`src/rtl/wsfp_pkg.sv`:
```
// shared types and constants for the wheel status frame parser
`timescale 1ns / 1ps
package wsfp_pkg;

  localparam logic [7:0] FrameMark  = 8'h23;
  localparam logic [7:0] StatusCmd  = 8'h04;
  localparam logic [7:0] DigitZero  = 8'h30;
  localparam logic [7:0] DigitNine  = 8'h39;

  localparam logic [7:0] CompactLimitReset = 8'd16;
  localparam logic [6:0] MaxReplyReset     = 7'd64;

  localparam int unsigned CfgIndexW = 8;
  localparam int unsigned CfgDataW  = 8;

  typedef enum logic [CfgIndexW-1:0] {
    CFG_COMPACT_LIMIT = 8'd0,
    CFG_MAX_REPLY     = 8'd1
  } cfg_index_e;

  typedef enum logic [1:0] {
    MODE_BYTE    = 2'd0,
    MODE_TIMEOUT = 2'd1,
    MODE_START   = 2'd2,
    MODE_NOP     = 2'd3
  } mode_e;

  typedef enum logic [2:0] {
    OUT_PENDING  = 3'd0,
    OUT_PARSED   = 3'd1,
    OUT_NORESP   = 3'd2,
    OUT_UNPARSED = 3'd3,
    OUT_IGNORED  = 3'd4
  } outcome_e;

  typedef enum logic [1:0] {
    KIND_BYTE,
    KIND_TIMEOUT,
    KIND_START,
    KIND_NOP
  } kind_e;

  // classified beat handed from front to back
  typedef struct packed {
    kind_e      kind;
    logic       is_mark;
    logic       is_cmd;
    logic [7:0] value;
  } item_t;

endpackage

```
`src/rtl/wsfp_if.sv`:
```
// channel interfaces: input beats, results and configuration writes
`timescale 1ns / 1ps
interface wsfp_in_if;
  logic       valid;
  logic       ready;
  logic [1:0] mode;
  logic [7:0] data_byte;
  modport source (output valid, output mode, output data_byte, input ready);
  modport sink (input valid, input mode, input data_byte, output ready);
endinterface

interface wsfp_out_if;
  logic       valid;
  logic       ready;
  logic [2:0] outcome;
  logic [7:0] position;
  logic [7:0] slot_count;
  modport source (output valid, output outcome, output position, output slot_count,
                  input ready);
  modport sink (input valid, input outcome, input position, input slot_count,
                output ready);
endinterface

interface wsfp_cfg_if;
  logic       valid;
  logic       ready;
  logic [7:0] index;
  logic [7:0] data;
  modport source (output valid, output index, output data, input ready);
  modport sink (input valid, input index, input data, output ready);
endinterface

```
`src/rtl/wsfp_front.sv`:
```
// front end: accepts input beats and classifies them for the back end
`timescale 1ns / 1ps
module wsfp_front (
  wsfp_in_if.sink         in_i,
  input  logic            q_full_i,
  output logic            push_o,
  output wsfp_pkg::item_t item_o
);
  import wsfp_pkg::*;

  assign in_i.ready = !q_full_i;
  assign push_o     = in_i.valid && !q_full_i;

  always_comb begin
    item_o.is_mark = (in_i.data_byte == FrameMark);
    item_o.is_cmd  = (in_i.data_byte == StatusCmd);
    // ascii digits map to their value, other bytes pass through
    if (in_i.data_byte >= DigitZero && in_i.data_byte <= DigitNine) begin
      item_o.value = in_i.data_byte - DigitZero;
    end else begin
      item_o.value = in_i.data_byte;
    end
    unique case (mode_e'(in_i.mode))
      MODE_BYTE:    item_o.kind = KIND_BYTE;
      MODE_TIMEOUT: item_o.kind = KIND_TIMEOUT;
      MODE_START:   item_o.kind = KIND_START;
      MODE_NOP:     item_o.kind = KIND_NOP;
      default:      item_o.kind = KIND_NOP;
    endcase
  end

endmodule

```
`src/rtl/wsfp_queue.sv`:
```
// small register queue between front and back
`timescale 1ns / 1ps
module wsfp_queue #(
  parameter int unsigned DEPTH = 2
) (
  input  logic            clk_i,
  input  logic            rst_ni,
  input  logic            push_i,
  input  wsfp_pkg::item_t item_i,
  output logic            full_o,
  output logic            valid_o,
  input  logic            pop_i,
  output wsfp_pkg::item_t item_o
);
  import wsfp_pkg::*;

  localparam int unsigned PtrW = (DEPTH > 1) ? $clog2(DEPTH) : 1;
  localparam int unsigned CntW = $clog2(DEPTH + 1);
  localparam logic [PtrW-1:0] LastPtr = PtrW'(DEPTH - 1);
  localparam logic [CntW-1:0] FullCnt = CntW'(DEPTH);

  item_t           mem_q [DEPTH];
  logic [PtrW-1:0] wr_ptr_q, wr_ptr_d;
  logic [PtrW-1:0] rd_ptr_q, rd_ptr_d;
  logic [CntW-1:0] count_q, count_d;
  logic            do_push, do_pop;

  assign full_o  = (count_q == FullCnt);
  assign valid_o = (count_q != '0);
  assign item_o  = mem_q[rd_ptr_q];
  assign do_push = push_i && !full_o;
  assign do_pop  = pop_i && valid_o;

  always_comb begin
    wr_ptr_d = wr_ptr_q;
    rd_ptr_d = rd_ptr_q;
    count_d  = count_q;
    if (do_push) begin
      wr_ptr_d = (wr_ptr_q == LastPtr) ? '0 : wr_ptr_q + 1'b1;
    end
    if (do_pop) begin
      rd_ptr_d = (rd_ptr_q == LastPtr) ? '0 : rd_ptr_q + 1'b1;
    end
    if (do_push && !do_pop) begin
      count_d = count_q + 1'b1;
    end else if (do_pop && !do_push) begin
      count_d = count_q - 1'b1;
    end
  end

  always_ff @(posedge clk_i or negedge rst_ni) begin
    if (!rst_ni) begin
      wr_ptr_q <= '0;
      rd_ptr_q <= '0;
      count_q  <= '0;
    end else begin
      wr_ptr_q <= wr_ptr_d;
      rd_ptr_q <= rd_ptr_d;
      count_q  <= count_d;
    end
  end

  always_ff @(posedge clk_i) begin
    if (do_push) begin
      mem_q[wr_ptr_q] <= item_i;
    end
  end

endmodule

```
`src/rtl/wsfp_back.sv`:
```
// back end: reply state, frame evaluation, config registers and result register
`timescale 1ns / 1ps
module wsfp_back (
  input  logic            clk_i,
  input  logic            rst_ni,
  input  logic            q_valid_i,
  input  wsfp_pkg::item_t item_i,
  output logic            pop_o,
  wsfp_cfg_if.sink        cfg_i,
  wsfp_out_if.source      out_o
);
  import wsfp_pkg::*;

  logic [7:0] compact_limit_q;
  logic [6:0] max_reply_q;

  logic [6:0] byte_count_q, byte_count_d;
  logic       inside_q, inside_d;
  logic [1:0] plen_q, plen_d;
  logic [7:0] pval_q [3];
  logic       pcmd_q, pcmd_d;
  logic       failed_q, failed_d;
  logic       finished_q, finished_d;
  logic       wr_en;

  logic       out_valid_q;
  outcome_e   outcome_q, outcome_d;
  logic [7:0] position_q, position_d;
  logic [7:0] slots_q, slots_d;

  logic       ok;
  logic [6:0] count_inc;

  assign pop_o            = q_valid_i && (!out_valid_q || out_o.ready);
  assign out_o.valid      = out_valid_q;
  assign out_o.outcome    = outcome_q;
  assign out_o.position   = position_q;
  assign out_o.slot_count = slots_q;
  assign cfg_i.ready      = 1'b1;
  assign count_inc        = byte_count_q + 7'd1;

  always_comb begin
    byte_count_d = byte_count_q;
    inside_d     = inside_q;
    plen_d       = plen_q;
    pcmd_d       = pcmd_q;
    failed_d     = failed_q;
    finished_d   = finished_q;
    wr_en        = 1'b0;
    ok           = 1'b0;
    outcome_d    = OUT_PENDING;
    position_d   = '0;
    slots_d      = '0;
    if (item_i.kind == KIND_START) begin
      byte_count_d = '0;
      inside_d     = 1'b0;
      plen_d       = '0;
      failed_d     = 1'b0;
      finished_d   = 1'b0;
    end else if (finished_q) begin
      outcome_d = OUT_IGNORED;
    end else if (item_i.kind == KIND_TIMEOUT ||
                 (item_i.kind == KIND_BYTE && byte_count_q >= max_reply_q)) begin
      finished_d = 1'b1;
      outcome_d  = (byte_count_q == '0) ? OUT_NORESP : OUT_UNPARSED;
    end else if (item_i.kind == KIND_BYTE) begin
      byte_count_d = count_inc;
      if (item_i.is_mark) begin
        if (inside_q) begin
          inside_d = 1'b0;
          // frame close: status frame first, then compact form
          if (!failed_q) begin
            if (plen_q >= 2'd2 && pcmd_q) begin
              if (pval_q[1] == '0) begin
                failed_d = 1'b1;
              end else begin
                ok         = 1'b1;
                position_d = pval_q[1];
                slots_d    = (plen_q == 2'd3) ? pval_q[2] : '0;
              end
            end else if (plen_q == 2'd1 && pval_q[0] != '0 &&
                         pval_q[0] <= compact_limit_q) begin
              ok         = 1'b1;
              position_d = pval_q[0];
            end
          end
        end else begin
          inside_d = 1'b1;
          plen_d   = '0;
        end
      end else if (inside_q && plen_q != 2'd3) begin
        wr_en  = 1'b1;
        plen_d = plen_q + 2'd1;
        if (plen_q == '0) begin
          pcmd_d = item_i.is_cmd;
        end
      end
      if (ok) begin
        finished_d = 1'b1;
        outcome_d  = OUT_PARSED;
      end else begin
        position_d = '0;
        slots_d    = '0;
        if (count_inc >= max_reply_q) begin
          finished_d = 1'b1;
          outcome_d  = OUT_UNPARSED;
        end
      end
    end
  end

  always_ff @(posedge clk_i or negedge rst_ni) begin
    if (!rst_ni) begin
      compact_limit_q <= CompactLimitReset;
      max_reply_q     <= MaxReplyReset;
    end else if (cfg_i.valid) begin
      unique case (cfg_i.index)
        CFG_COMPACT_LIMIT: compact_limit_q <= cfg_i.data;
        CFG_MAX_REPLY:     max_reply_q     <= cfg_i.data[6:0];
        default: ;
      endcase
    end
  end

  always_ff @(posedge clk_i or negedge rst_ni) begin
    if (!rst_ni) begin
      byte_count_q <= '0;
      inside_q     <= 1'b0;
      plen_q       <= '0;
      pcmd_q       <= 1'b0;
      failed_q     <= 1'b0;
      finished_q   <= 1'b0;
      out_valid_q  <= 1'b0;
    end else begin
      if (pop_o) begin
        byte_count_q <= byte_count_d;
        inside_q     <= inside_d;
        plen_q       <= plen_d;
        pcmd_q       <= pcmd_d;
        failed_q     <= failed_d;
        finished_q   <= finished_d;
        out_valid_q  <= 1'b1;
      end else if (out_o.ready) begin
        out_valid_q <= 1'b0;
      end
    end
  end

  always_ff @(posedge clk_i) begin
    if (pop_o) begin
      outcome_q  <= outcome_d;
      position_q <= position_d;
      slots_q    <= slots_d;
      if (wr_en) begin
        pval_q[plen_q] <= item_i.value;
      end
    end
  end

  a_start_clears : assert property (@(posedge clk_i) disable iff (!rst_ni)
    pop_o && item_i.kind == KIND_START |=>
      !finished_q && byte_count_q == '0 && !failed_q && outcome_q == OUT_PENDING)
    else $error("start beat did not clear reply state");

  a_finished_holds : assert property (@(posedge clk_i) disable iff (!rst_ni)
    finished_q && !(pop_o && item_i.kind == KIND_START) |=> finished_q)
    else $error("finished cleared without a start beat");

  a_ignored_after_finish : assert property (@(posedge clk_i) disable iff (!rst_ni)
    pop_o && finished_q && item_i.kind != KIND_START |=>
      outcome_q == OUT_IGNORED && byte_count_q == $past(byte_count_q))
    else $error("beat after finish changed state or was not ignored");

  a_parsed_position : assert property (@(posedge clk_i) disable iff (!rst_ni)
    out_valid_q && outcome_q == OUT_PARSED |-> position_q != '0 && finished_q)
    else $error("parsed result with zero position or open reply");

endmodule

```
`src/rtl/wheel_status_frame_parser.sv`:
```
// top level of the wheel status frame parser
//
//  channel | dir | fields                            | beat taken when
//  in_i    | in  | mode, data_byte                   | valid && ready
//  out_o   | out | outcome, position, slot_count     | valid && ready
//  cfg_i   | in  | index, data                       | valid && ready (ready always high)
//
// one beat per cycle sustained while out_o.ready stays high; each beat gives one result, registered
// first as a queue entry, then by the back-end state update into the result register
// the queue of QUEUE_DEPTH entries absorbs result stalls before in_i.ready drops
// reset clears reply state and sets the limits to 16 and 64; no clearing pass
`timescale 1ns / 1ps
module wheel_status_frame_parser #(
  parameter int unsigned QUEUE_DEPTH = 2
) (
  input  logic        clk_i,
  input  logic        rst_ni,
  wsfp_in_if.sink     in_i,
  wsfp_cfg_if.sink    cfg_i,
  wsfp_out_if.source  out_o
);
  import wsfp_pkg::*;

  logic  push, q_full, q_valid, pop;
  item_t front_item, head_item;

  wsfp_front u_front (
    .in_i     (in_i),
    .q_full_i (q_full),
    .push_o   (push),
    .item_o   (front_item)
  );

  wsfp_queue #(
    .DEPTH (QUEUE_DEPTH)
  ) u_queue (
    .clk_i   (clk_i),
    .rst_ni  (rst_ni),
    .push_i  (push),
    .item_i  (front_item),
    .full_o  (q_full),
    .valid_o (q_valid),
    .pop_i   (pop),
    .item_o  (head_item)
  );

  wsfp_back u_back (
    .clk_i     (clk_i),
    .rst_ni    (rst_ni),
    .q_valid_i (q_valid),
    .item_i    (head_item),
    .pop_o     (pop),
    .cfg_i     (cfg_i),
    .out_o     (out_o)
  );

endmodule
```
`src/flat_wrapper.sv`:
```
// flat-port wrapper written by rule: the top's interface ports become plain ports
module wheel_status_frame_parser_flat import wsfp_pkg::*;
#(
  parameter int unsigned QUEUE_DEPTH = 2
)
  (clk_i, rst_ni, in_i_valid, in_i_mode, in_i_data_byte, in_i_ready, cfg_i_valid, cfg_i_index, cfg_i_data, cfg_i_ready, out_o_valid, out_o_outcome, out_o_position, out_o_slot_count, out_o_ready);
  wsfp_in_if in_i_i ();
  wsfp_cfg_if cfg_i_i ();
  wsfp_out_if out_o_i ();
  input  logic clk_i;
  input  logic rst_ni;
  input wire logic [$bits(in_i_i.valid)-1:0] in_i_valid;
  input wire logic [$bits(in_i_i.mode)-1:0] in_i_mode;
  input wire logic [$bits(in_i_i.data_byte)-1:0] in_i_data_byte;
  output wire logic [$bits(in_i_i.ready)-1:0] in_i_ready;
  input wire logic [$bits(cfg_i_i.valid)-1:0] cfg_i_valid;
  input wire logic [$bits(cfg_i_i.index)-1:0] cfg_i_index;
  input wire logic [$bits(cfg_i_i.data)-1:0] cfg_i_data;
  output wire logic [$bits(cfg_i_i.ready)-1:0] cfg_i_ready;
  output wire logic [$bits(out_o_i.valid)-1:0] out_o_valid;
  output wire logic [$bits(out_o_i.outcome)-1:0] out_o_outcome;
  output wire logic [$bits(out_o_i.position)-1:0] out_o_position;
  output wire logic [$bits(out_o_i.slot_count)-1:0] out_o_slot_count;
  input wire logic [$bits(out_o_i.ready)-1:0] out_o_ready;
  assign in_i_i.valid = in_i_valid;
  assign in_i_i.mode = in_i_mode;
  assign in_i_i.data_byte = in_i_data_byte;
  assign in_i_ready = in_i_i.ready;
  assign cfg_i_i.valid = cfg_i_valid;
  assign cfg_i_i.index = cfg_i_index;
  assign cfg_i_i.data = cfg_i_data;
  assign cfg_i_ready = cfg_i_i.ready;
  assign out_o_valid = out_o_i.valid;
  assign out_o_outcome = out_o_i.outcome;
  assign out_o_position = out_o_i.position;
  assign out_o_slot_count = out_o_i.slot_count;
  assign out_o_i.ready = out_o_ready;
  wheel_status_frame_parser #(.QUEUE_DEPTH(QUEUE_DEPTH)) u_core (.clk_i(clk_i), .rst_ni(rst_ni), .in_i(in_i_i), .cfg_i(cfg_i_i), .out_o(out_o_i));
endmodule
```
`config.mk`:
```
export PLATFORM = sky130hd
export DESIGN_NAME = wheel_status_frame_parser_flat
export DESIGN_NICKNAME = d
export VERILOG_FILES = /design/src/rtl/wsfp_pkg.sv /design/src/rtl/wsfp_if.sv /design/src/rtl/wsfp_front.sv /design/src/rtl/wsfp_queue.sv /design/src/rtl/wsfp_back.sv /design/src/rtl/wheel_status_frame_parser.sv /design/src/flat_wrapper.sv
export SDC_FILE = /design/constraint.sdc
export NUM_CORES = 1
export LEC_CHECK = 0
export BUFFER_PORTS_ARGS = -buffer_cell sky130_fd_sc_hd__buf_4
export CAP_MARGIN = 10
export CELL_PAD_IN_SITES_DETAIL_PLACEMENT = 0
export CELL_PAD_IN_SITES_GLOBAL_PLACEMENT = 2
export CORE_MARGIN = 1.5
export CORE_UTILIZATION = 41
export CTS_BUF_LIST = sky130_fd_sc_hd__clkbuf_8
export CTS_CLUSTER_DIAMETER = 30
export DETAILED_ROUTE_END_ITERATION = 7
export PLACE_DENSITY_LB_ADDON = 0.1
export RECOVER_POWER = 50
export SYNTH_ARGS = -nofsm -noshare
export SYNTH_HDL_FRONTEND = slang
export SYNTH_SLANG_ARGS = --single-unit
```
`constraint.sdc`:
```
create_clock -name clk_i -period 3.51 [get_ports clk_i]
set_input_delay 0.8775 -clock clk_i [delete_from_list [all_inputs] [get_ports clk_i]]
set_output_delay 0.8775 -clock clk_i [all_outputs]
set_load 0.01 [all_outputs]
```
# Yosys cells after proc, flatten, opt, wreduce, memory -nomap -nowiden
# Memory sizes are Yosys's and may differ from the RTL's. A register that Yosys moved wholly into a read port is not among the register bits.
# Cells that the tools add are included.
[op_classes]
n_reduce_logical = 42
n_eq_ne = 15
n_lt_le_gt_ge = 6
bitwise = 9
mux = 70
addsub = 7
[ops]
columns = ["cell", "count"]
rows = [
  ["2-to-1 mux 1 bit", 47],
  ["2-to-1 mux 8 bit", 4],
  ["2-to-1 mux 7 bit", 4],
  ["2-to-1 mux 2 bit", 13],
  ["logical NOT 8 bit", 2],
  [">= comparator 7 bit", 2],
  ["logical AND 1 bit", 12],
  ["AND reduction 6 bit", 2],
  ["nonzero test 2 bit", 6],
  ["OR reduction 11 bit", 1],
  ["equality test 2 bit (second input constant)", 5],
  ["NOT 1 bit", 9],
  ["equality test 8 x 1 -> 1 bit (second input constant)", 1],
  ["equality test 8 x 3 -> 1 bit (second input constant)", 1],
  ["equality test 8 x 6 -> 1 bit (second input constant)", 1],
  [">= comparator 8 x 6 -> 1 bit (second input constant)", 1],
  ["less-or-equal comparator 8 x 6 -> 1 bit (second input constant)", 1],
  ["less-or-equal comparator 8 bit", 1],
  ["one-hot mux 2 bit (4 select lines)", 1],
  ["AND reduction 8 bit", 1],
  ["nonzero test 8 bit", 1],
  ["OR reduction 8 bit", 1],
  ["subtractor 8 x 6 -> 8 bit (second input constant)", 1],
  ["adder 7 x 1 -> 7 bit (second input constant)", 1],
  ["18 further kinds", 30],
]
[totals]
n_memories = 2
word_cells = 166
ram_bits = 48
output_inout_bits = 22
inputBits = 31
regBits = 44
[memory_table]
columns = ["name", "words", "word_bits", "read_ports", "rd_clocked_by_memory_dff", "wr", "line", "source"]
rows = [
  ["u_core.u_back.pval_q", 3, 8, 3, 1, 1, "wsfp_back.sv:20", "logic [7:0] pval_q [3];"],
  ["u_core.u_queue.mem_q", 2, 12, 1, 0, 1, "wsfp_queue.sv:22", "item_t mem_q [DEPTH];"],
]

# Depth between registers and ports, before layout
# Gate-level depths: netlist of run 1.
# An unclocked memory read counts as a cell.
[logic_depth]
depth_word = 18
depth_mapped = 11
ltp_nobuf = 11

# By module
# A second synthesis of run 1 with hierarchy kept.
[hier_totals]
cells_unflattened = 384
area_unflattened_um2 = 4785.8
[by_module_without_submodules]
columns = ["module", "cells_per_inst", "seq_area_each_um2", "area_each_um2", "instances"]
rows = [
  ["wsfp_back", 301, 2019.4, 3524.6, 1],
  ["wsfp_queue", 56, 820.8, 1069.8, 1],
  ["wsfp_front", 27, 0.0, 191.4, 1],
]

# Worst setup path after synthesis of run 1
# OpenSTA, ideal clock, no wires.
[synth_timing]
kind = "input-to-reg"
start = "input out_o_ready"
end = "register u_core.u_queue.count_q[1]"
arrival_time_ns = 2.613
cell_stages = 7
setup_time_ns = 0.079
n_path_buf = 0
slack_ns = 0.818
required_ns = 3.431
path_cell_list = "nor2b_1 nor2_1 inv_1 ha_1 xor2_1 nor2_1 xor2_1"
[synth_between]
elab_chain_len = 6
elab_cells_between_ends = 8
cone_classes = "mux: 1; reduce/logical: 7"
[synth_lines]
columns = ["item", "line", "source"]
rows = [
  ["from (decl)", "flat_wrapper.sv:24", "input wire logic [$bits(out_o_i.ready)-1:0] out_o_ready;"],
  ["logical OR 1 bit *", "wsfp_back.sv:34", "assign pop_o = q_valid_i && (!out_valid_q || out_o.ready);"],
  ["logical AND 1 bit *", "wsfp_back.sv:34", ""],
  ["via u_core.pop", "wheel_status_frame_parser.sv:24", "logic push, q_full, q_valid, pop;"],
  ["logical AND 1 bit *", "wsfp_queue.sv:32", "assign do_pop = pop_i && valid_o;"],
  ["logical NOT 1 bit", "wsfp_queue.sv:44", "if (do_push && !do_pop) begin"],
  ["logical AND 1 bit", "wsfp_queue.sv:44", ""],
  ["2-to-1 mux 2 bit / nonzero test 2 bit (equally long branches)", "-", ""],
  ["to (signal assigned)", "wsfp_queue.sv:59", "count_q <= count_d;"],
  ["to (decl)", "wsfp_queue.sv:25", "logic [CntW-1:0] count_q, count_d;"],
]
# The timed path passes the listed nets; every way through them passes the cells marked *.
# A chain may end at the register's enable or synchronous reset.

# Worst setup path in the final report of run 1
[layout_timing]
start = "register u_core.u_back.byte_count_q[0]"
end = "memory u_core.u_back.pval_q[0][6] (enable)"
[layout_between]
elab_chain_len = 9
[layout_lines]
columns = ["item", "line", "source"]
rows = [
  ["from (decl)", "wsfp_back.sv:17", "logic [6:0] byte_count_q, byte_count_d;"],
  ["from (signal assigned)", "wsfp_back.sv:136", "byte_count_q <= byte_count_d;"],
  [">= comparator 7 bit", "wsfp_back.sv:63", "(item_i.kind == KIND_BYTE && byte_count_q >= max_reply_q)) begin"],
  ["logical AND 1 bit", "wsfp_back.sv:63", ""],
  ["logical OR 1 bit", "wsfp_back.sv:62", "end else if (item_i.kind == KIND_TIMEOUT ||"],
  ["2-to-1 mux 1 bit", "wsfp_back.sv:62", ""],
  ["2-to-1 mux 1 bit", "wsfp_back.sv:60", "end else if (finished_q) begin"],
  ["2-to-1 mux 1 bit", "wsfp_back.sv:54", "if (item_i.kind == KIND_START) begin"],
  ["2-to-1 mux 1 bit", "wsfp_back.sv:154", "if (wr_en) begin"],
  ["2-to-1 mux 1 bit", "wsfp_back.sv:150", "if (pop_o) begin"],
  ["2-to-1 mux 1 bit (not written as such)", "wsfp_back.sv:155", "pval_q[plen_q] <= item_i.value;"],
  ["to (decl)", "wsfp_back.sv:20", ""],
]
# No other way between the ends.

==> qor.yml, run 1 <==
clock_path_buffers: 2
netlist_instances: 384
multi_input_area_mm2: 0.00175
async_flop_share: 0.330
n_fill_cell: 1062
setup_viol: 0
place.detailed.hpwl_um: 6910
grt_pass1_wl_um: 15600
grt.total_usage: 0.162
area_delta_synth_final_pct: 14.9
cts_tree: "built"
synth_edf_count: 67
worst_pin_slew_ns: 1.86
drtPass1Iterations: 4
ys_ff_latch: 100
outcome: "complete, but fails checks"
antenna_cells: 0
hold_start: "u_core.u_queue.count_q[1]"
final_antenna_net_count: 0
core-area_mm2: 0.0113
worstPathRequired_ns: 3.53
htreeDepth: 3
synth_top_family_by_area: "simple AND/OR/NAND/NOR gates"
initial_core_util: 0.418
setup.worst_path.end_class: "flip-flop"
yosys_warnings: 0
grt_overflow_total: 0
synth_compound_area_frac: 0.0822
synth_area_mm2: 0.00473
drt-total-wl_um: 9200
hp-class: "flip-flop to flip-flop"
worstPathArrival_ns: 2.82
clock-sinks: 100
viasPerCell: 5.12
die_area_mm2: 0.0122
fin_setup_tns_ns: 0
placementRows: 39
gp_congestion: 0.755
muxShareOfSynthArea: 0.0505
crit_family: "simple AND/OR/NAND/NOR gates"
antenna_found_initial: 0
regArea_mm2: 0.00284
synth_flop_cell: "edfxtp_1"
skew_ns: 0.0103
slew_viol_final: 34
ctsHoldBuffers: 0
via_count: 3014
startpoint: "u_core.u_back.byte_count_q[0]"
nets: 504
numCtsBuffers: 9
cap_violations: 1
portBuffers: 51
period_needed_ns: 2.80
die_height_um: 110
insertion_delay_ns: 0.35
worstPathCellList: "inv_1 > ha_1 > nand2b_1 > a2111o_1 > a311oi_2 > and3_1 > and2_1"
wire_per_inst_um: 15.6
reg2reg_from: "u_core.u_back.byte_count_q[0]"
synthSimpleGateAreaFrac: 0.131
cts_resized: 0
p_leak_uw: 0.00225
post_cts_buffers: 0
syn_avg_cell_area_um2: 12.3
powerDensity_mw_per_mm2: 637
cts_root_buf: "clkbuf_8"
crit_type: "flip-flop to flip-flop"
hold_violations: 0
power.total_uw: 3470
ir_drop_mv: 0.310
fmax_mhz: 358
die_w_um: 110
drive_gt1_frac: 0.188
rsz0062_at_grt: "false"
synth_adder_area_share: 0.0846
worst_path_largest_cell_delay_ns: 0.46
timing.slew.headroom: -0.240
synth_xor_area_frac: 0.0204
synth-seq-area-share: 0.600
grt_pass1_vias: 3072
post-route-period-util: 0.797
first_iter_violations: 138
grt_max_degree: 34
synth_cell_type_count: 56
worstSetupStartpointType: "flip-flop"
critical_path.max_fanout: 9
io_pins: 53
cts.clk_slew.worst_paths_ns: 0.10
synthesis.nets: 447
crit_buf_inv: 1
drc: 0
violations: "capacitance limit, slew limit"
worst_path_max_delay_cell: "dfrtp_1"
## cells in the mapped netlist (all sizes together) (2+ instances only)
cell type | instances | area (µm²)
edfxtp | 67 | 2010
nand2 | 45 | 169
ha | 32 | 400
dfrtp | 31 | 776
inv | 24 | 90.1
o21ai | 24 | 120
nor2 | 21 | 81.3
mux2 | 20 | 229
a21oi | 18 | 90.1
and3 | 11 | 68.8
nand3 | 8 | 40.0
clkbuf | 6 | 22.5
nor4 | 6 | 37.5
xor2 | 6 | 52.6
nor2b | 5 | 31.3
nor3 | 5 | 30.0
xnor2 | 5 | 43.8
and2 | 4 | 25.0
buf | 4 | 31.3
nand2b | 4 | 25.0
or4 | 4 | 30.0
a211oi | 3 | 27.5
nand4 | 3 | 25.0
a21o | 2 | 15.0
a31oi | 2 | 12.5
dfstp | 2 | 52.6
or2 | 2 | 12.5
## metrics by stage
step           instance area [µm²]  std cells  setup slack (ns)  hold WS, ns  utilization
2_1_floorplan                 4730        384             0.818        0.461            -
3_3_place_gp                  5280        573             0.787        0.482        0.466
3_5_place_dp                  5280        573             0.707        0.486        0.466
4_1_cts                       5470        589             0.692        0.465        0.483
5_1_grt                       5440        589             0.560        0.528        0.480
6_report                      5440        589             0.713        0.499        0.480
## layer usage
| metal | vias to the layer above | routed length [µm] | global-route usage |
|---|---|---|---|
| li1 | 1506 | - | - |
| met1 | 1441 | 4450 | 0.224 |
| met2 | 53 | 4280 | 0.258 |
| met3 | 14 | 315 | 0.0269 |
| met4 | 0 | 159 | 0.0581 |
| met5 | - | 0 | 0 |
## power breakdown
part,leakage [µW],total (µW),internal (µW),switching [µW]
logic,0.00112,1050,439,615
clock network,0.0000919,689,270,419
registers,0.00104,1720,1560,159
## path summary, 6_finish.rpt
kind,end,slack [ns],cells past startpoint
setup / recovery,u_core.u_back.pval_q[0][6],0.71,7
hold / removal,u_core.u_queue.count_q[1],0.50,1
setup reg to reg,u_core.u_back.pval_q[0][6],0.71,7
hold reg to reg,u_core.u_queue.count_q[1],0.50,1
max in group asynchronous,u_core.u_back.pcmd_q,1.42,1
min in group asynchronous,u_core.u_back.byte_count_q[1],1.02,1
## layout make-up
| cell class | instances | share of cell area |
|---|---|---|
| clock buffer | 9 | 0.0228 |
| multi-input combinational | 250 | 0.322 |
| clock inverter | 7 | 0.0117 |
| timing repair buffer | 56 | 0.0718 |
| sequential | 100 | 0.522 |
| tap | 143 | 0.0329 |
| inverter | 24 | 0.0166 |
## cells in the final DEF (no fill, tap or decap), types with 2 or more instances in the layout
cell type   count
clkbuf_4        3
a21o_1          2
nand3_1         8
and2_1          4
nand4_1         2
dfrtp_1        31
edfxtp_1       67
nor4_1          6
or4_1           4
nor3_1          4
dfstp_2         2
a31oi_1         2
nor2_1         19
inv_1          25
nand2b_1        4
xor2_1          6
nand2_1        45
and3_1         11
o21ai_0        12
clkinvlp_4      2
nor2b_1         5
xnor2_1         5
o21ai_1        12
mux2_2          8
a21oi_1        18
clkbuf_1        8
buf_4          45
nor2_2          2
clkbuf_8        9
ha_1           32
or2_2           2
a211oi_1        2
mux2_1         11
## registers in the layout, summed over array words and instances (netlist names), 2 cells and up
signal	flops
u_core.u_back.out_o.outcome	3
u_core.u_back.out_o.position	8
u_core.u_back.out_o.slot_count	8
u_core.u_back.pval_q	24
u_core.u_back.byte_count_q	7
u_core.u_back.compact_limit_q	8
u_core.u_back.max_reply_q	7
u_core.u_queue.mem_q	24
u_core.u_back.plen_q	2
u_core.u_queue.count_q	2
## cell families after synthesis
logic type,count (synthesis)
mux,21
compound gates,62
fa+ha+maj,32
buf+inv,34
simple gates,123
other cells,1
flops,100
xor+xnor,11
Note: power is estimated with default switching activity, not from simulation.
==> inputs of run 2 (changes only) <==
--- a/config.mk
+++ b/config.mk
@@ -5,12 +5,13 @@
 export SDC_FILE = /design/constraint.sdc
 export NUM_CORES = 1
 export LEC_CHECK = 0
+export ABC_AREA = 1
 export BUFFER_PORTS_ARGS = -buffer_cell sky130_fd_sc_hd__buf_4
 export CAP_MARGIN = 10
 export CELL_PAD_IN_SITES_DETAIL_PLACEMENT = 0
 export CELL_PAD_IN_SITES_GLOBAL_PLACEMENT = 2
 export CORE_MARGIN = 1.5
-export CORE_UTILIZATION = 41
+export CORE_UTILIZATION = 35
 export CTS_BUF_LIST = sky130_fd_sc_hd__clkbuf_8
 export CTS_CLUSTER_DIAMETER = 30
 export DETAILED_ROUTE_END_ITERATION = 7
==> constraint.sdc (replaced) <==
create_clock -name clk_i -period 2.3 [get_ports clk_i]
set_input_delay 0.575 -clock clk_i [delete_from_list [all_inputs] [get_ports clk_i]]
set_output_delay 0.575 -clock clk_i [all_outputs]
set_load 0.01 [all_outputs]
==> qor.yml, run 2 <==
outcome: "finished, final reports clean"
ys_ff_latch: 100
io_pins: 53
synthSimpleGateAreaFrac: 0.179
die_w_um: 121
hold_violations: 0
multi_input_area_mm2: 0.00176
cts.clk_slew.worst_paths_ns: 0.11
worst_r2r_endpoint: "u_core.u_back.out_o.outcome[0]"
cts_root_buf: "clkbuf_8"
fmax_mhz: 452
place.detailed.hpwl_um: 7540
cts_tree: "built"
viasPerCell: 4.55
nets: 623
largest_registers: "u_core.u_back.pval_q: 24 flops, u_core.u_queue.mem_q: 24 flops"
grt_pass1_wl_um: 16200
p_leak_uw: 0.00259
final_util: 0.438
post-route-period-util: 0.961
syn_avg_cell_area_um2: 9.96
grt_pass1_vias: 3260
synth_flop_cell: "edfxtp_1"
synth_top_area_cell: "edfxtp_1"
htreeDepth: 3
grt.total_usage: 0.145
rsz0062_at_grt: "true"
fin_ws_ns: 0.0897
crit_type: "flip-flop to flip-flop"
synth_area_mm2: 0.00484
yosysMostFrequentCell: "nand2_1"
final_cell_mix: "nand2_1 (93), inv_1 (70), edfxtp_1 (67), buf_4 (61), nor2_1 (50)"
grt_max_degree: 34
timing.slew.headroom: 0.291
regArea_mm2: 0.00284
slew_viol_final: 0
ctsHoldBuffers: 0
worstPathRequired_ns: 2.44
synth_adder_area_share: 0.0828
dp_slack_ns: -0.00914
insertion_delay_ns: 0.38
synth-seq-area-share: 0.587
skew_ns: 0.0150
synth_top_family_by_area: "simple AND/OR/NAND/NOR gates"
cap_violations: 0
hp-class: "primary input to async pin"
gp_congestion: 0.776
wire_per_inst_um: 13.4
via_count: 3371
worstPathCellList: "buf_4 > inv_1 > ha_1 > ha_1 > a21o_1 > a21oi_1 > o21ai_1 > nand2_1 > nand3_1 > nand2_1 > inv_1"
final_antenna_net_count: 0
drtPass1Iterations: 4
placementRows: 42
synth_common_cells: "nand2_1 (97), inv_1 (71), edfxtp_1 (67)"
critical_path.max_fanout: 4
powerDensity_mw_per_mm2: 1120
numCtsBuffers: 9
async_flop_share: 0.330
worstSetupStartpointType: "flip-flop"
final_common_cell: "nand2_1"
reg2reg_depth: 11
synth_cell_type_count: 33
clock-sinks: 100
portBuffers: 51
grt_overflow_total: 0
synth_xor_area_frac: 0.0163
hold_slack_ns: 0.136
setup.worst_path.end_class: "flip-flop"
synth_compound_area_frac: 0.0644
drt-total-wl_um: 9940
initial_core_util: 0.362
setup_viol: 0
synthesis.nets: 549
reg2reg_from: "u_core.u_back.byte_count_q[0]"
r2r_setup_slack_ns: 0.09
yosys_warnings: 0
ir_drop_mv: 0.499
synth_top_area_share: 0.416
crit_family: "adder cells"
muxShareOfSynthArea: 0
n_fill_cell: 1325
period_needed_ns: 2.21
drive_gt1_frac: 0.198
worst_pin_slew_ns: 1.05
first_iter_violations: 148
worstPathArrival_ns: 2.35
yosys-top-cells-area: "edfxtp_1 (42%), dfrtp_1 (16%), ha_1 (8.3%)"
worst_path_max_delay_cell: "dfrtp_1"
worst_path_largest_cell_delay_ns: 0.40
die_area_mm2: 0.0145
crit_buf_inv: 3
synth_edf_count: 67
core-area_mm2: 0.0133
netlist_instances: 486
die_height_um: 121
drc: 0
antenna_cells: 0
antenna_found_initial: 0
area_delta_synth_final_pct: 20.9
clock_path_buffers: 2
run 2: cells by family (layout without fill, tap and decap cells):
group	Yosys count	after routing
adder cells (fa/ha/maj)	32	32
XOR/XNOR	9	9
AO/OA/AOI/OAI	59	59
other	1	1
buffers and inverters	85	164
AND/OR/NAND/NOR	200	200
flip-flops	100	100
run 2: cell type report:
class	count	share of cell area
inverter	74	0.0475
tap	176	0.0376
clock buffer	9	0.0212
multi-input combinational	301	0.301
timing repair buffer	74	0.0913
clock inverter	7	0.0162
sequential	100	0.486
run 2: how the worst max path moves through the flow:
| stage | startpoint | endpoint | slack (ns) | cells after the start |
|---|---|---|---|---|
| floorplan | u_core.u_back.max_reply_q[6] | u_core.u_back.pval_q[1][0] | 0.05 | 8 |
| global placement | u_core.u_back.byte_count_q[0] | u_core.u_back.out_o.outcome[0] | 0.03 | 14 |
| detailed placement | u_core.u_back.byte_count_q[1] | u_core.u_back.out_o.outcome[0] | -0.009 | 14 |
| CTS | u_core.u_back.byte_count_q[2] | u_core.u_back.out_o.outcome[0] | 0.03 | 12 |
| global route | u_core.u_back.byte_count_q[1] | u_core.u_back.out_o.outcome[0] | -0.06 | 14 |
| finish | u_core.u_back.byte_count_q[0] | u_core.u_back.out_o.outcome[0] | 0.09 | 11 |
run 2: timing repair:
item	in CTS	in global routing
gates cloned	0	0
buffers inserted	0	2
pin swaps	0	3
endpoints found under the setup margin	9	51
gates resized for setup	2	21
run 2: routing by layer:
layer / vias to the layer above / track usage / wire (µm)
met5: - / 0 / 0
met4: 0 / 0.0662 / 204
met3: 15 / 0.0259 / 260
met2: 42 / 0.237 / 4790
met1: 1567 / 0.189 / 4680
li1: 1747 / - / -
run 2: where the power goes:
part           total (µW)  internal, µW  switching (µW)
registers            2650          2460             195
clock network        1220           537             682
logic                2680          1030            1650
run 2: per-stage QoR:
stage	TNS [ns]	instances	cell area (µm²)	total power, µW
floorplan	0	486	4840	4280
global placement	0	723	5550	5190
detailed placement	-0.00914	723	5550	5230
CTS	0	739	5780	6470
global route	-0.182	741	5850	7060
finish	0	741	5850	6550
==> inputs of run 3 (changes only) <==
--- a/config.mk
+++ b/config.mk
@@ -8,7 +8,7 @@
 export ABC_AREA = 1
 export BUFFER_PORTS_ARGS = -buffer_cell sky130_fd_sc_hd__buf_4
 export CAP_MARGIN = 10
-export CELL_PAD_IN_SITES_DETAIL_PLACEMENT = 0
+export CELL_PAD_IN_SITES_DETAIL_PLACEMENT = 2
 export CELL_PAD_IN_SITES_GLOBAL_PLACEMENT = 2
 export CORE_MARGIN = 1.5
 export CORE_UTILIZATION = 35
==> qor.yml, run 3 (synthesis gave the netlist of run 2 again) <==
drive_gt1_frac: 0.234
slew_viol_final: 0
grt_overflow_total: 0
cts_root_buf: "clkbuf_8"
setup_viol: 0
via_count: 3627
clock_path_buffers: 2
placementRows: 42
switchingPower_uw: 2780
antenna_found_initial: 0
post-route-period-util: 0.971
grt_pass1_wl_um: 20700
cts.clk_slew.worst_paths_ns: 0.10
gp_congestion: 0.776
grt_pass1_vias: 4051
n_fill_cell: 1454
worstPathCellList: "ha_4 > nand3_4 > nor3_2 > xor2_1 > inv_2 > ha_4 > nand2_2 > nor2_2 > a211oi_2 > o21ai_1 > nand2_1 > nand3_2 > nand2_1 > inv_1"
htreeDepth: 3
fin_setup_tns_ns: 0
clock-sinks: 100
switching_share: 0.398
grt_max_degree: 34
crit_type: "flip-flop to flip-flop"
io_pins: 53
cap_violations: 0
hp-class: "primary input to async pin"
nets: 631
fmax_mhz: 448
worstPathRequired_ns: 2.44
drc: 0
core-area_mm2: 0.0133
worstPathArrival_ns: 2.37
period_needed_ns: 2.23
p_int_uw: 4190
portBuffers: 51
worst_pin_slew_ns: 0.942
outcome: "finished, final reports clean"
final_antenna_net_count: 0
rsz0062_at_grt: "true"
area_delta_synth_final_pct: 24.0
antenna_cells: 0
seqPwrFrac: 0.386
crit_buf_inv: 2
initial_core_util: 0.362
setup.worst_path.end_class: "flip-flop"
drt-total-wl_um: 12900
first_iter_violations: 129
worst_path_largest_cell_delay_ns: 0.43
drtPass1Iterations: 4
die_height_um: 121
crit_family: "simple AND/OR/NAND/NOR gates"
ir_drop_mv: 0.434
numCtsBuffers: 9
hold_violations: 0
largest_registers: "u_core.u_back.pval_q: 24 flops, u_core.u_queue.mem_q: 24 flops"
p_leak_uw: 0.00263
final_common_cell: "nand2_1"
die_area_mm2: 0.0145
clockPowerShare: 0.167
insertion_delay_ns: 0.38
skew_ns: 0.0133
final_util: 0.449
cts_tree: "built"
viasPerCell: 4.84
grt.total_usage: 0.189
wire_per_inst_um: 17.2
powerDensity_mw_per_mm2: 1160
worstSetupStartpointType: "flip-flop"
power.total_uw: 6970
critical_path.max_fanout: 3
worst_path_max_delay_cell: "dfrtp_1"
timing.slew.headroom: 0.372
final_cell_mix: "nand2_1 (93), inv_1 (69), edfxtp_1 (67), buf_4 (65), nor2_1 (46)"
die_w_um: 121
combPwrFrac: 0.447
place.detailed.hpwl_um: 10000
run 3: final timing paths:
check / startpoint / endpoint / slack [ns] / cells past startpoint
worst min-delay path: rst_ni / u_core.u_back.max_reply_q[1] / 0.33 / 1
worst max register to register: u_core.u_back.byte_count_q[0] / u_core.u_back.out_o.outcome[0] / 0.07 / 14
worst max-delay path: u_core.u_back.byte_count_q[0] / u_core.u_back.out_o.outcome[0] / 0.07 / 14
worst min register to register: u_core.u_back.compact_limit_q[4] / u_core.u_back.compact_limit_q[4] / 0.50 / 2
min in group clk_i: in_i_mode[0] / u_core.u_queue.mem_q[0][10] / 0.42 / 1
max in group asynchronous: rst_ni / u_core.u_back.byte_count_q[4] / 1.33 / 1
run 3: final cells by class:
type                       instances  area [µm²]  area share
timing repair buffer              82         599      0.0999
clock buffer                       9         124      0.0207
sequential                       100        2840       0.474
tap                              176         220      0.0367
multi-input combinational        301        1860       0.310
clock inverter                     7        75.1      0.0125
inverter                          74         278      0.0463
run 3: stage by stage:
step	worst slack [ns]	std cells	cell area (µm²)	hold WS (ns)
detailed placement	-0.131	723	5550	0.485
global placement	0.0283	723	5550	0.472
global route	-0.0914	749	6000	0.359
floorplan	0.0518	486	4840	0.279
CTS	0.00115	743	5830	0.140
finish	0.0660	749	6000	0.332
run 3: power groups by stage:
stage / Sequential [µW] / Clock [µW] / Combinational [µW]
global placement: 2680 / 0 / 2510
CTS: 2680 / 1200 / 2850
global route: 2740 / 1270 / 3490
finish: 2690 / 1160 / 3110
detailed placement: 2710 / 0 / 2700
floorplan: 2730 / 0 / 1550
run 3: worst reg2reg max path: cells and delay by family (launching register included):
family                     cells  cell delay (ns)
adders and majority gates      2             0.44
AOI/OAI and AO/OA              2             0.22
buffers and inverters          2             0.13
xor gates and xnor gates       1             0.18
DFF                            1             0.43
and+or+nand+nor                7             0.61
run 3: metal layers:
layer  vias up  share of wire  global-route usage  wire length, µm
met5         -              0                   0                0
met4         0          0.011              0.0640              138
met3        12          0.024              0.0335              306
met2        44           0.54               0.347             6920
met1      1807           0.43               0.222             5550
li1       1764              -                   -                -
run 3: repair_timing:
item	in CTS	in global routing
setup buffers	4	6
gates cloned	0	0
hold buffers	0	0
endpoints found under the setup margin	38	54
gates resized for setup	15	34
pin swaps	4	14
